**src/design/fpr_pkg.sv**
```systemverilog
// types and constants shared by the framed packet receiver
package fpr_pkg;

	localparam logic [7:0] SOF_BYTE = 8'h7E;
	localparam logic [7:0] EOT_BYTE = 8'h0D;

	typedef enum logic [1:0] {
		KIND_DATA    = 2'd0,
		KIND_ACCEPT  = 2'd1,
		KIND_BAD_SUM = 2'd2,
		KIND_BAD_END = 2'd3
	} kind_t;

	typedef enum logic [5:0] {
		PH_START = 6'b000001,
		PH_ID    = 6'b000010,
		PH_LEN   = 6'b000100,
		PH_DATA  = 6'b001000,
		PH_SUM   = 6'b010000,
		PH_END   = 6'b100000
	} phase_t;

	typedef struct packed {
		logic       emit;
		kind_t      kind;
		logic [7:0] msg_id;
		logic [7:0] payload_byte;
		logic [7:0] byte_index;
		logic [7:0] payload_length;
	} result_t;

endpackage

```
**src/design/fpr_if.sv**
```systemverilog
// valid/ready channel interfaces for received bytes and parser results
interface fpr_byte_if;
	logic       valid;
	logic       ready;
	logic [7:0] rx_byte;

	modport source (output valid, output rx_byte, input ready);
	modport sink (input valid, input rx_byte, output ready);
endinterface

interface fpr_result_if;
	logic                valid;
	logic                ready;
	fpr_pkg::kind_t      kind;
	logic [7:0]          msg_id;
	logic [7:0]          payload_byte;
	logic [7:0]          byte_index;
	logic [7:0]          payload_length;

	modport source (output valid, output kind, output msg_id, output payload_byte,
		output byte_index, output payload_length, input ready);
	modport sink (input valid, input kind, input msg_id, input payload_byte,
		input byte_index, input payload_length, output ready);
endinterface

```
**src/design/fpr_parser.sv**
```systemverilog
// frame parser state and per-byte next-state and result logic
module fpr_parser (
	input  logic                clk,
	input  logic                arst_n,
	input  logic                step,
	input  logic [7:0]          data,
	output fpr_pkg::result_t    res
);

	fpr_pkg::phase_t phase_q, phase_d;
	logic [7:0] frame_id_q, frame_id_d;
	logic [7:0] bytes_left_q, bytes_left_d;
	logic [7:0] sum_q, sum_d;
	logic [7:0] position_q, position_d;

	always_comb begin
		phase_d      = phase_q;
		frame_id_d   = frame_id_q;
		bytes_left_d = bytes_left_q;
		sum_d        = sum_q;
		position_d   = position_q;
		res          = '0;
		res.msg_id   = frame_id_q;
		res.kind     = fpr_pkg::KIND_DATA;
		case (phase_q)
			fpr_pkg::PH_START: begin
				if (data == fpr_pkg::SOF_BYTE) begin
					phase_d    = fpr_pkg::PH_ID;
					position_d = 8'd0;
					sum_d      = 8'd0;
				end
			end
			fpr_pkg::PH_ID: begin
				frame_id_d = data;
				phase_d    = fpr_pkg::PH_LEN;
			end
			fpr_pkg::PH_LEN: begin
				sum_d      = data;
				position_d = 8'd0;
				if (data > 8'd1) begin
					bytes_left_d = data - 8'd1;
					phase_d      = fpr_pkg::PH_DATA;
				end else begin
					bytes_left_d = 8'd0;
					phase_d      = fpr_pkg::PH_SUM;
				end
			end
			fpr_pkg::PH_DATA: begin
				res.emit           = 1'b1;
				res.kind           = fpr_pkg::KIND_DATA;
				res.payload_byte   = data;
				res.byte_index     = position_q;
				res.payload_length = position_q + bytes_left_q;
				sum_d              = sum_q + data;
				position_d         = position_q + 8'd1;
				bytes_left_d       = bytes_left_q - 8'd1;
				if (bytes_left_d == 8'd0) begin
					phase_d = fpr_pkg::PH_SUM;
				end
			end
			fpr_pkg::PH_SUM: begin
				if (sum_q == data) begin
					phase_d = fpr_pkg::PH_END;
				end else begin
					res.emit           = 1'b1;
					res.kind           = fpr_pkg::KIND_BAD_SUM;
					res.payload_length = position_q;
					phase_d            = fpr_pkg::PH_START;
				end
			end
			fpr_pkg::PH_END: begin
				res.emit           = 1'b1;
				res.kind           = (data == fpr_pkg::EOT_BYTE) ? fpr_pkg::KIND_ACCEPT
					: fpr_pkg::KIND_BAD_END;
				res.payload_length = position_q;
				phase_d            = fpr_pkg::PH_START;
			end
			default: begin
				phase_d = fpr_pkg::PH_START;
			end
		endcase
	end

	always_ff @(posedge clk or negedge arst_n) begin
		if (!arst_n) begin
			phase_q      <= fpr_pkg::PH_START;
			frame_id_q   <= 8'd0;
			bytes_left_q <= 8'd0;
			sum_q        <= 8'd0;
			position_q   <= 8'd0;
		end else if (step) begin
			phase_q      <= phase_d;
			frame_id_q   <= frame_id_d;
			bytes_left_q <= bytes_left_d;
			sum_q        <= sum_d;
			position_q   <= position_d;
		end
	end

endmodule

```
**src/design/framed_packet_receiver.sv**
```systemverilog
// framed packet receiver top level: input register, parser and result register
// Takes one received byte per cycle and reports payload bytes and frame
// status (accepted, bad checksum, bad end byte) on the result channel. A byte
// passes through an input register, the parser, and a result register, from
// which its result is presented. Throughput is one byte every cycle while no
// result waits on the sink; the parser keeps an 8-bit running checksum of the
// length and payload bytes. Bytes that produce no result send no transaction.
// While a result waits on the sink, the parser holds and the input register
// stalls, so the input side takes at most one more byte until it is taken.
module framed_packet_receiver (
	input  logic                clk,
	input  logic                arst_n,
	fpr_byte_if.sink            rx,
	fpr_result_if.source        res
);

	logic             valid_s1;
	logic [7:0]       byte_s1;
	logic             out_valid_q;
	fpr_pkg::result_t out_q;
	fpr_pkg::result_t step_res;
	logic             advance;

	assign advance  = valid_s1 && (!out_valid_q || res.ready);
	assign rx.ready = !valid_s1 || advance;

	fpr_parser u_parser (
		.clk    (clk),
		.arst_n (arst_n),
		.step   (advance),
		.data   (byte_s1),
		.res    (step_res)
	);

	always_ff @(posedge clk or negedge arst_n) begin
		if (!arst_n) begin
			valid_s1 <= 1'b0;
		end else if (rx.ready) begin
			valid_s1 <= rx.valid;
		end
	end

	always_ff @(posedge clk) begin
		if (rx.ready && rx.valid) begin
			byte_s1 <= rx.rx_byte;
		end
	end

	always_ff @(posedge clk or negedge arst_n) begin
		if (!arst_n) begin
			out_valid_q <= 1'b0;
		end else if (advance) begin
			out_valid_q <= step_res.emit;
		end else if (res.ready) begin
			out_valid_q <= 1'b0;
		end
	end

	always_ff @(posedge clk) begin
		if (advance && step_res.emit) begin
			out_q <= step_res;
		end
	end

	assign res.valid          = out_valid_q;
	assign res.kind           = out_q.kind;
	assign res.msg_id         = out_q.msg_id;
	assign res.payload_byte   = out_q.payload_byte;
	assign res.byte_index     = out_q.byte_index;
	assign res.payload_length = out_q.payload_length;

endmodule
```
**src/flat_wrapper.sv**
```systemverilog
// flat-port wrapper written by rule: the top's interface ports become plain ports
module framed_packet_receiver_flat 
  (clk, arst_n, rx_valid, rx_rx_byte, rx_ready, res_valid, res_kind, res_msg_id, res_payload_byte, res_byte_index, res_payload_length, res_ready);
  fpr_byte_if rx_i ();
  fpr_result_if res_i ();
  input  logic clk;
  input  logic arst_n;
  input wire logic [$bits(rx_i.valid)-1:0] rx_valid;
  input wire logic [$bits(rx_i.rx_byte)-1:0] rx_rx_byte;
  output wire logic [$bits(rx_i.ready)-1:0] rx_ready;
  output wire logic [$bits(res_i.valid)-1:0] res_valid;
  output wire logic [$bits(res_i.kind)-1:0] res_kind;
  output wire logic [$bits(res_i.msg_id)-1:0] res_msg_id;
  output wire logic [$bits(res_i.payload_byte)-1:0] res_payload_byte;
  output wire logic [$bits(res_i.byte_index)-1:0] res_byte_index;
  output wire logic [$bits(res_i.payload_length)-1:0] res_payload_length;
  input wire logic [$bits(res_i.ready)-1:0] res_ready;
  assign rx_i.valid = rx_valid;
  assign rx_i.rx_byte = rx_rx_byte;
  assign rx_ready = rx_i.ready;
  assign res_valid = res_i.valid;
  assign res_kind = res_i.kind;
  assign res_msg_id = res_i.msg_id;
  assign res_payload_byte = res_i.payload_byte;
  assign res_byte_index = res_i.byte_index;
  assign res_payload_length = res_i.payload_length;
  assign res_i.ready = res_ready;
  framed_packet_receiver u_core (.clk(clk), .arst_n(arst_n), .rx(rx_i), .res(res_i));
endmodule
```
**config.mk**
```make
export PLATFORM = sky130hd
export DESIGN_NAME = framed_packet_receiver_flat
export DESIGN_NICKNAME = d
export VERILOG_FILES = /design/src/design/fpr_pkg.sv /design/src/design/fpr_if.sv /design/src/design/fpr_parser.sv /design/src/design/framed_packet_receiver.sv /design/src/flat_wrapper.sv
export SDC_FILE = /design/constraint.sdc
export NUM_CORES = 1
export LEC_CHECK = 0
export BUFFER_PORTS_ARGS = -buffer_cell sky130_fd_sc_hd__buf_2
export CAP_MARGIN = 10
export CORE_MARGIN = 2
export CORE_UTILIZATION = 55
export CTS_BUF_LIST = sky130_fd_sc_hd__clkbuf_8
export CTS_CLUSTER_SIZE = 24
export DETAILED_ROUTE_END_ITERATION = 16
export PLACE_DENSITY = 0.9
export SYNTH_ARGS = -nofsm -noshare
export SYNTH_HDL_FRONTEND = slang
export SYNTH_HIERARCHICAL = 1
export SYNTH_SLANG_ARGS = --single-unit
export TNS_END_PERCENT = 1
```
**constraint.sdc**
```tcl
create_clock -name clk -period 3.8 [get_ports clk]
set_input_delay 0.38 -clock clk [delete_from_list [all_inputs] [get_ports clk]]
set_output_delay 0.38 -clock clk [all_outputs]
set_load 0.01 [all_outputs]
```
Word-level counts from Yosys, hierarchy flattened
Index checks and enable logic that the tools add are counted.

word-level totals
  register bits after elaboration = 82
  output and inout bits = 36
  word-level logic and storage cells = 62

cells by class
  add/sub/neg operators = 5
  magnitude comparators = 1
  eq/ne operators = 11
  multiplexer cells = 17
  reduce and logical (&&, ||, !) cells = 15

operators by type and width
  kind                                                           number
  one-hot mux 8 bit (3 select lines)                             3
  one-hot mux 6 bit (5 select lines)                             1
  two-way mux 8 bit                                              3
  two-way mux 6 bit                                              3
  adder 8 bit                                                    2
  one-hot mux 8 bit (2 select lines)                             1
  subtractor 8 x 1 -> 8 bit, second input constant               2
  one-hot mux 3 bit (3 select lines)                             1
  adder 8 x 1 -> 8 bit, second input constant                    1
  == test 8 x 4 -> 1 bit, second input constant                  1
  == test 8 x 7 -> 1 bit, second input constant                  1
  == test 8 bit                                                  1
  greater-than comparator 8 x 1 -> 1 bit, second input constant  1
  zero test 8 bit                                                1
  == test 6 x 1 -> 1 bit, second input constant                  1
  == test 6 x 2 -> 1 bit, second input constant                  1
  == test 6 x 3 -> 1 bit, second input constant                  1
  == test 6 x 4 -> 1 bit, second input constant                  1
  == test 6 x 5 -> 1 bit, second input constant                  1
  == test 6 bit, second input constant                           1
  AND reduction 3 bit                                            2
  two-way mux 5 bit                                              1
  != test 2 bit, second input constant                           2
  AND reduction 2 bit                                            2
  8 further kinds                                                14

Logic depth before layout (Yosys ltp)
  depth after elaboration = 5
  mapped depth = 9
  mapped depth without buffers = 9

Modules after synthesis
Netlist, hierarchy kept.

by module, submodules not included
  module                  times used  cells each  area an instance (um2)  sequential area each (um2)
  fpr_parser              1           339         2,972.9                 952.2
  framed_packet_receiver  1           52          1,370.1                 1,311.3

Worst setup path before layout
Ideal clock, no wire load.

  path type = register -> register
  start point = register u_core.u_parser.phase_q[0]
  end point = register u_core.out_q, in the netlist u_core/res.byte_index[0] (enable)
  setup time = 0.429 ns
  data arrival time = 3.209 ns
  required time = 3.371 ns
  path slack = 0.162 ns
  stages on the path, launching flop included = 9
  path buffers = 3
  period minus slack after synthesis = 3.638 ns
  cell sequence = dfstp_2 -> buf_6 -> or4_4 -> or2_1 -> buf_6 -> clkbuf_1 -> nand3_1 -> nand2_1 -> nor2b_1

RTL lines
  element                 RTL line                      RTL
  from (decl)             fpr_parser.sv:10              fpr_pkg::phase_t phase_q, phase_d;
  from (signal assigned)  fpr_parser.sv:86              phase_q <= fpr_pkg::PH_START;
  from (signal assigned)  fpr_parser.sv:92              phase_q <= phase_d;
  to (signal assigned)    framed_packet_receiver.sv:61  out_q <= step_res;
  to (decl)               framed_packet_receiver.sv:20  fpr_pkg::result_t out_q;

Worst setup path after layout
  start point = register u_core.u_parser.phase_q[3]
  end point = register u_core.u_parser.position_q[5]

between the ends
  cells in the longest elaborated chain, start to end = 3

ends and longest elaborated chain
  element                                                               RTL line          RTL
  == test 6 x 1 -> 1 bit (tied with other cells)                        fpr_parser.sv:25  case (phase_q)
  != test 2 bit (no source line) or nonzero test 3 bit (tied branches)  --
  AND reduction 3 bit (no source line)                                  --
  to (signal assigned)                                                  fpr_parser.sv:96  position_q <= position_d;
  to (decl)                                                             fpr_parser.sv:14  logic [7:0] position_q, position_d;

Parallel ways exist; a longest one is shown, timed or not.
A chain may end at the register's enable or synchronous reset.

==> reports/qor.csv <==
stage;metric;value;unit
run_status;outcome;complete, no violations;
sta;rsz0062_at_grt;false;
floorplanning;ios;48;
cells_and_area;syn2layout_area_growth;12.76;%
placement;port_buffers;47;
global_routing;gr-total-overflow;0;
synthesis;ys_seq_area_frac;0.5212;
placement;placed_cells;527;
route;drc;0;
cts;path_clk_slew;0.09;ns
power_and_ir_drop;netSwitchingFraction;0.3350;
critical_path;cp.required;4.07;ns
sta;fin_crit_sh;0.6815;
cts;numCtsBuffers;9;
synthesis;synth.top_cell.area_share;0.2904;
global_routing;met3_usage;0.04719;
cells_and_area;final_nets;470;
sta;hold_slack;0.1342;ns
cells_and_area;drive_gt1_frac;0.1973;
synthesis;ys_ff_latch;82;
sta;max-slew-margin-rel;0.2779;
global_routing;grt_max_degree;41;
sta;fmax;0.3862;GHz
power_and_ir_drop;power_switching;1.009;mW
cts;cts_tree;done;
floorplanning;initial_utilization;0.5649;
cts;ctsHoldBuffers;0;
cts;postCtsSetupRepairBufs;0;
critical_path;crit_path_max_fanout;15;
global_routing;use_met2;0.3557;
global_routing;use_met1;0.3023;
global_routing;busiest_layer;met2;
cells_and_area;insertedDiodeCount;0;
sta;finalHoldViolations;0;
floorplanning;core;0.007687;mm²
synthesis;yosysTopAreaCell;edfxtp_1;
power_and_ir_drop;powerDensity;614.9;mW/mm²
synthesis;syn_area_per_cell;11.11;µm²
cts;cts_num_sinks;82;
cts;cts-root-buf;clkbuf_8;
power_and_ir_drop;p_clk_frac;0.257;
cts;ctsLongestPathBuffers;2;
synthesis;synthCells;391;
synthesis;synth_area;0.004343;mm²
power_and_ir_drop;vdd_drop_max;0.0002471;V
synthesis;ys_async_sr_fraction;0.4878;
cts;cts-resized-gates;0;
power_and_ir_drop;power.leakage;2.078;nW
sta;worstMarginPinSlew;1.076;ns
global_routing;grt_pass1_wl;15.28;mm
power_and_ir_drop;p_int;2.003;mW
sta;setup_viol;0;
synthesis;synth_edf_count;42;
floorplanning;die_y;92.86;µm
power_and_ir_drop;pwr-share-comb;0.309;
hold_path;hold_class;in -> async;
route;routed_wl;9.137;mm
critical_path;startpoint_type;flip-flop;
synthesis;synth_area_leaders;edfxtp_1 29%, dfrtp_1 22%, ha_1 5.8%;
floorplanning;row_count;32;
critical_path;worst_ep_arrival_time;2.86;ns
placement;globalplace.congestion;0.8885;
route;vias;3310;
critical_path;worstSetupEndpointType;flip-flop;
synthesis;synthFlopType;edfxtp_1;
floorplanning;design.die.area;0.008623;mm²
global_routing;grt_pass1_vias;3197;
cts;htreeDepth;3;
global_routing;grtUsageTotal;0.2291;
sta;drv_slew;0;
route;wl_per_cell;16.83;µm
critical_path;worstSetupPathType;reg -> reg;
route;ant_nets;0;
sta;skew;0.01090;ns
floorplanning;chipWidth;92.86;µm
flow_run;maxCapViolations;0;
sta;min_period;2.590;ns
placement;place_area;0.004646;mm²
cts;clk_latency;0.36;ns
cells_and_area;fin_area;0.004897;mm²
sta;tns;0;ns
route;routed_via_density;6.096;
synthesis;yosysWarningCount;6;
synthesis;postSynthNetCount;425;
placement;post-dp-hpwl;6.147;mm
power_and_ir_drop;p_seq_frac;0.434;
cells_and_area;instances_no_fill;543;
global_routing;antenna_found_initial;0;
route;dr.pass1.iters;5;
route;initialDrtViolationCount;437;
synthesis;synth_cell_types;59;
==> metrics by stage <==
stage          total power [mW]  setup slack, ns  utilization
6_report                  3.011            1.210       0.6370
5_1_grt                   3.187            1.126       0.6370
4_1_cts                   3.006            1.269       0.6370
3_5_place_dp              2.225            1.314       0.6043
3_3_place_gp              2.164            1.431       0.6043
2_1_floorplan             2.012           0.1622            -
==> registers in the layout, summed over array words and instances, names as in the netlist <==
signal,count
u_core/byte_s1,8
u_core/res.byte_index,8
u_core/res.kind,2
u_core/res.msg_id,8
u_core/res.payload_byte,8
u_core/res.payload_length,8
u_core/res.valid,1
u_core/u_parser/bytes_left_q,8
u_core/u_parser/frame_id_q,8
u_core/u_parser/phase_q,6
u_core/u_parser/position_q,8
u_core/u_parser/sum_q,8
u_core/valid_s1,1
==> final cells by class <==
cell class	count	area (µm²)
clock buffers	10	137.6
clock inverters	6	113.9
fillers	573	2790
inverters	11	41.29
multi-input cells	282	1956
flip-flops and latches	82	2263
well taps	102	127.6
repair buffers	50	257.7
==> path summary, 6_finish.rpt <==
path                                                from                             to  slack (ns)  cells after the start
max                           u_core/u_parser/phase_q[3]  u_core/u_parser/position_q[5]        1.21                      5
max reg2reg                   u_core/u_parser/phase_q[3]  u_core/u_parser/position_q[5]        1.21                      5
min                                               arst_n     u_core/u_parser/phase_q[1]        0.13                      1
min reg2reg                u_core/u_parser/frame_id_q[3]           u_core/res.msg_id[3]        0.45                      0
min in group clk                           rx_rx_byte[1]              u_core/byte_s1[1]        0.19                      1
max in group asynchronous                         arst_n  u_core/u_parser/position_q[2]        3.09                      1
==> metal layers <==
metal	up-vias	routed length, µm	share of wire
li1	1533	-	-
met1	1596	3716	0.41
met2	155	4484	0.49
met3	26	639	0.070
met4	0	298	0.033
met5	-	0	0
==> critical path, stage by stage, from the launching register on <==
cell and delay (ns):
dfrtp_1 0.44, or4_4 0.58, nor4_2 0.38, o21ai_1 0.40, or3_1 0.49, a21oi_1 0.20
==> cell families (layout without fill, tap and decap cells) <==
group / count (synthesis) / in the layout / share of synthesized area
buffers and inverters: 27 / 77 / 0.02910
flip-flops: 82 / 82 / 0.5212
AO/OA/AOI/OAI: 91 / 91 / 0.1383
adder cells (fa/ha/maj): 22 / 22 / 0.06684
AND/OR/NAND/NOR: 133 / 133 / 0.1639
XOR/XNOR: 21 / 21 / 0.04235
multiplexers: 15 / 15 / 0.03832
==> cell usage after synthesis (11+ instances only) <==
master	instances
dfrtp_1	39
mux2_2	12
xnor2_1	12
edfxtp_1	42
a21oi_1	17
nor2_1	35
ha_1	20
o21ai_0	28
nand2_1	25
inv_1	11
and2_1	17
==> power groups by stage <==
stage | clock network (mW) | logic [mW] | registers (mW)
after CTS | 0.783 | 0.918 | 1.30
after global placement | 0 | 0.857 | 1.31
after detailed placement | 0 | 0.903 | 1.32
after global routing | 0.825 | 1.03 | 1.33
after floorplan | 0 | 0.749 | 1.26
final | 0.774 | 0.930 | 1.31
==> placed cells by master (no fill, tap or decap), types with 5 or more instances in the layout <==
cell type | Yosys | routed
a21oi_1 | 17 | 17
and2_1 | 17 | 17
buf_2 | 2 | 47
clkbuf_8 | 0 | 10
dfrtp_1 | 39 | 39
edfxtp_1 | 42 | 42
ha_1 | 20 | 20
inv_1 | 11 | 11
mux2_2 | 12 | 12
nand2_1 | 25 | 25
nand2b_1 | 10 | 10
nand3_1 | 7 | 7
nand4_1 | 5 | 5
nor2_1 | 35 | 35
nor3_1 | 6 | 6
nor4_1 | 5 | 5
o21ai_0 | 28 | 28
xnor2_1 | 12 | 12
xor2_1 | 9 | 9
Note: power is estimated with default switching activity, not from simulation.
